### config.mk
export PLATFORM = sky130hd
export DESIGN_NAME = hdm_ctrl
export DESIGN_NICKNAME = d
export VERILOG_FILES = /design/src/rtl/hdm_pkg.sv /design/src/rtl/hdm_ctrl.sv
export SDC_FILE = /design/constraint.sdc
export NUM_CORES = 1
export LEC_CHECK = 0
export ABC_AREA = 1
export ABC_CLOCK_PERIOD_IN_PS = 2650
export BUFFER_PORTS_ARGS = -buffer_cell sky130_fd_sc_hd__buf_4
export CORE_AREA = 5 5 42 44
export DETAILED_ROUTE_END_ITERATION = 16
export DIE_AREA = 0 0 47 49
export SYNTH_ARGS = -nofsm -noshare
export SYNTH_HDL_FRONTEND = slang
export SYNTH_SLANG_ARGS = --single-unit
export TNS_END_PERCENT = 100
### constraint.sdc
create_clock -name aclk -period 2.65 [get_ports aclk]
set_input_delay 0.265 -clock aclk [delete_from_list [all_inputs] [get_ports aclk]]
set_output_delay 0.265 -clock aclk [all_outputs]
set_load 0.02 [all_outputs]
### src/rtl/hdm_pkg.sv
package hdm_pkg;

    // Default sizes of the descriptor table.
    localparam int DEF_MAX_ENTRIES     = 64;
    localparam int DEF_DESCRIPTOR_BITS = 256;

    // Fixed field widths of the two streams.
    localparam int DESC_IN_W  = 256;
    localparam int ACTION_W   = 2;
    localparam int STATUS_W   = 2;
    localparam int INDEX_W    = 6;
    localparam int DISTANCE_W = 9;
    localparam int M_TDATA_W  = 16;

    localparam logic [DISTANCE_W-1:0] LIMIT_RESET = 9'd64;

    typedef enum logic [ACTION_W-1:0] {
        ACT_CLEAR  = 2'd0,
        ACT_APPEND = 2'd1,
        ACT_QUERY  = 2'd2,
        ACT_NONE   = 2'd3
    } action_t;

    typedef enum logic [STATUS_W-1:0] {
        ST_DONE     = 2'd0,
        ST_NO_MATCH = 2'd1,
        ST_FULL     = 2'd2
    } status_t;

    // Commands from the controller to the datapath.
    typedef struct packed {
        logic load;      // input beat accepted this cycle
        logic rd_issue;  // read the next table row for the scan
        logic res_load;  // move the finished result into the output register
    } cmd_t;

    // Status from the datapath to the controller.
    typedef struct packed {
        logic addr_end;  // every stored row has been read
        logic pipe_busy; // compare pipeline still holds rows
    } stat_t;

endpackage

### src/rtl/hdm_ctrl.sv
module hdm_ctrl
    import hdm_pkg::*;
(
    input  logic    aclk,
    input  logic    aresetn,
    input  logic    s_tvalid,
    output logic    s_tready,
    input  action_t act_in,
    output logic    m_tvalid,
    input  logic    m_tready,
    output cmd_t    cmd,
    input  stat_t   stat
);

    typedef enum logic [1:0] {
        S_IDLE,
        S_SCAN,
        S_DRAIN,
        S_FINISH
    } state_t;

    state_t state_reg;
    logic   m_tvalid_reg;

    assign s_tready     = (state_reg == S_IDLE);
    assign m_tvalid     = m_tvalid_reg;
    assign cmd.load     = s_tvalid && (state_reg == S_IDLE);
    assign cmd.rd_issue = (state_reg == S_SCAN) && !stat.addr_end;
    assign cmd.res_load = (state_reg == S_FINISH) && (!m_tvalid_reg || m_tready);

    always_ff @(posedge aclk) begin
        if (!aresetn) begin
            state_reg    <= S_IDLE;
            m_tvalid_reg <= 1'b0;
        end else begin
            if (cmd.res_load) begin
                m_tvalid_reg <= 1'b1;
            end else if (m_tready) begin
                m_tvalid_reg <= 1'b0;
            end

            unique case (state_reg)
                S_IDLE: begin
                    if (cmd.load) begin
                        state_reg <= (act_in == ACT_QUERY) ? S_SCAN : S_FINISH;
                    end
                end
                S_SCAN: begin
                    if (stat.addr_end) begin
                        state_reg <= S_DRAIN;
                    end
                end
                S_DRAIN: begin
                    if (!stat.pipe_busy) begin
                        state_reg <= S_FINISH;
                    end
                end
                S_FINISH: begin
                    if (cmd.res_load) begin
                        state_reg <= S_IDLE;
                    end
                end
            endcase
        end
    end

endmodule

==> results.json <==
{
  "yosysMostFrequentCell": "inv_1",
  "cts_hold_buf": 0,
  "final_core_utilization_pct": 28.4,
  "slew_headroom_pct": 85.7,
  "synthCells": 40,
  "seqPwrFrac_pct": 20.2,
  "synth.net_count": 52,
  "crit_buf_inv": 3,
  "sw_frac_of_total_pct": 44.0,
  "numPlacedInstances": 68,
  "crit_chain": "inv_1, ha_1, nand2_1, inv_1, buf_4",
  "place.gp.congestion": 0.608,
  "overflow": 0,
  "port_buffers": 12,
  "worst_slew_pin_slew_ns": 0.215,
  "critPathTopFamily": "flip-flops",
  "antenna_found_initial": 0,
  "ir_drop_v": 0.000296,
  "r2r_start": "state_reg[0]$_SDFFE_PN0P_",
  "core_um2": 1400,
  "seq_area_frac_synth_pct": 23.0,
  "p_leak_nw": 0.234,
  "rsz0062_at_grt": "false",
  "cp_common_cell": "inv_1",
  "antenna_cells": 0,
  "ys.flop_type": "dfxtp_1",
  "avgSynthCellArea_um2": 6.54,
  "cts_root_buffer": "clkbuf_4",
  "cts_tree": "yes",
  "vias": 256,
  "nets": 69,
  "synth_edf_count": 0,
  "grt_first_pass_wirelength_um": 855,
  "fin_crit_ns": 1.47,
  "track_usage_pct": 5.21,
  "crit_type": "flop to primary output",
  "finalSetupViolCount": 0,
  "yosysWarnings": 0,
  "areaGrowthSynthToFinish_pct": 52.2,
  "maxSlewViolCount": 0,
  "chipWidth_um": 47,
  "synthTopCellsByCount": "10 x inv_1, 8 x nand2_1, 5 x nor2_1, 4 x ha_1",
  "yosys.area_share.adder_pct": 19.1,
  "instances_no_fill": 72,
  "die_y_um": 49,
  "pwr-share-comb_pct": 59.7,
  "yosysTopAreaCell": "dfxtp_1",
  "async_reset_ff_share_pct": 0,
  "drt-total-wl_um": 507,
  "drc": 0,
  "hpwlAfterDp_um": 457,
  "cp-startpoint": "state_reg[0]$_SDFFE_PN0P_",
  "clock_latency_ns": 0.23,
  "cts_resized": 0,
  "fmax_mhz": 682,
  "grt_max_degree": 7,
  "muxShareOfSynthArea_pct": 0,
  "critPathCaptureType": "primary output",
  "min_from": "aresetn",
  "mappedNetlistArea_um2": 262,
  "power.switching_uw": 172,
  "hold_viol": 0,
  "synth.top_cell.area_share_pct": 23.0,
  "ys_ff_latch": 3,
  "synth_top_family_by_area": "simple AND/OR/NAND/NOR gates",
  "fin_crit_sh_pct": 55.3,
  "io_pins": 13,
  "cts_buffer_depth": 2,
  "status": "finished clean",
  "path_max_fanout": 6,
  "die-area_um2": 2300,
  "layout-drive-gt1-share_pct": 37.5,
  "cpPeakStageDelay_ns": 0.36,
  "fin_tns_setup_ns": 0,
  "initial_core_util_pct": 18.7,
  "cts.clk_slew.worst_paths_ns": 0.03,
  "post_cts_buffers": 0,
  "wire_per_inst_um": 7.04,
  "p_per_area_nw_per_um2": 982,
  "slowest_stage": "dfxtp_1",
  "p_int_uw": 219,
  "p_total_uw": 391,
  "hold_path_class": "input pin to flop",
  "yosysUniqueCellTypes": 11,
  "synth-compound-area-share_pct": 6.70,
  "ant_nets": 0,
  "synth-simple-area-share_pct": 36.8,
  "crit_arrival_ns": 1.20,
  "avgViaCountPerCell": 3.56,
  "p_clk_share_pct": 20.1,
  "htreeDepth": 1,
  "cap_violations": 0,
  "firstDrtPassIters": 1,
  "cts.sinks": 3,
  "first_global_vias": 246,
  "row_count": 14,
  "start_kind": "flop",
  "largest_reg_flops": 2,
  "worstPathRequired_ns": 2.38,
  "first_iter_violations": 0,
  "finClkSkew_ns": 0.0000429,
  "synth_top_cells_by_area": "dfxtp_1 23%, ha_1 19%, inv_1 14%",
  "cts_buffers": 3,
  "synth_xor_area_share_pct": 0
}
## cell usage in the layout, fill, tap and decap left out
cell type	synthesis	final
buf_4	0	12
inv_1	10	10
nand2_1	8	8
nor2_1	5	5
ha_1	4	4
nand2_2	3	3
clkbuf_4	0	3
dfxtp_1	3	3
a21oi_1	2	2
nor2_2	2	2
a21boi_0	1	1
nand3_2	1	1
nand4_1	1	1
clkbuf_1	0	1
## per-layer routing
| metal | up-vias | global-route usage [%] | routed length [um] |
|---|---|---|---|
| li1 | 149 | - | - |
| met1 | 100 | 5.48 | 224 |
| met2 | 7 | 7.47 | 241 |
| met3 | 0 | 3.69 | 42 |
| met4 | 0 | 2.76 | 0 |
| met5 | - | 0 | 0 |
## per-stage QoR
| step | worst slack, ns | instance area (um^2) | hold WS [ns] |
|---|---|---|---|
| finish | 1.18 | 398 | 0.278 |
| global route | 1.11 | 398 | 0.292 |
| CTS | 1.16 | 398 | 0.276 |
| detailed placement | 1.37 | 372 | 0.506 |
| global placement | 1.40 | 372 | 0.507 |
| floorplan | 1.38 | 262 | 0.392 |
## kinds of logic (layout without fill, tap and decap cells)
family,count (synthesis),count (layout)
AOI/OAI and AO/OA,3,3
and+or+nand+nor,20,20
buffers and inverters,10,26
DFF,3,3
adders and majority gates,4,4
## worst min-delay path, delay by kind of cell
| kind | cells | cell delay (ns) |
|---|---|---|
| and+or+nand+nor | 2 | 0.12 |
| buffers and inverters | 1 | 0.09 |
## power by group through the flow
stage / Sequential, mW / Clock, mW / Combinational (mW)
3_3_place_gp: 0.0796 / 0 / 0.237
5_1_grt: 0.0818 / 0.0873 / 0.264
4_1_cts: 0.0798 / 0.0834 / 0.240
2_1_floorplan: 0.0801 / 0 / 0.169
3_5_place_dp: 0.0806 / 0 / 0.239
6_report: 0.0790 / 0.0784 / 0.233
## worst paths after layout
path                                                   to  slack, ns  depth (start not counted)
worst max-delay path                               cmd[2]       1.18                          5
worst min-delay path            state_reg[1]$_SDFFE_PN0P_       0.28                          3
worst max register to register  state_reg[1]$_SDFFE_PN0P_       1.38                          8
worst min register to register      m_tvalid$_SDFFE_PN0P_       0.51                          2
## layout make-up
cell class | count | area, um^2
clock buffers | 4 | 26.3
fillers | 163 | 1000
inverters | 10 | 37.5
multi-input cells | 27 | 164
flip-flops and latches | 3 | 60.1
well taps | 16 | 20.0
repair buffers | 12 | 90.1
(Power assumes the default switching activity.)
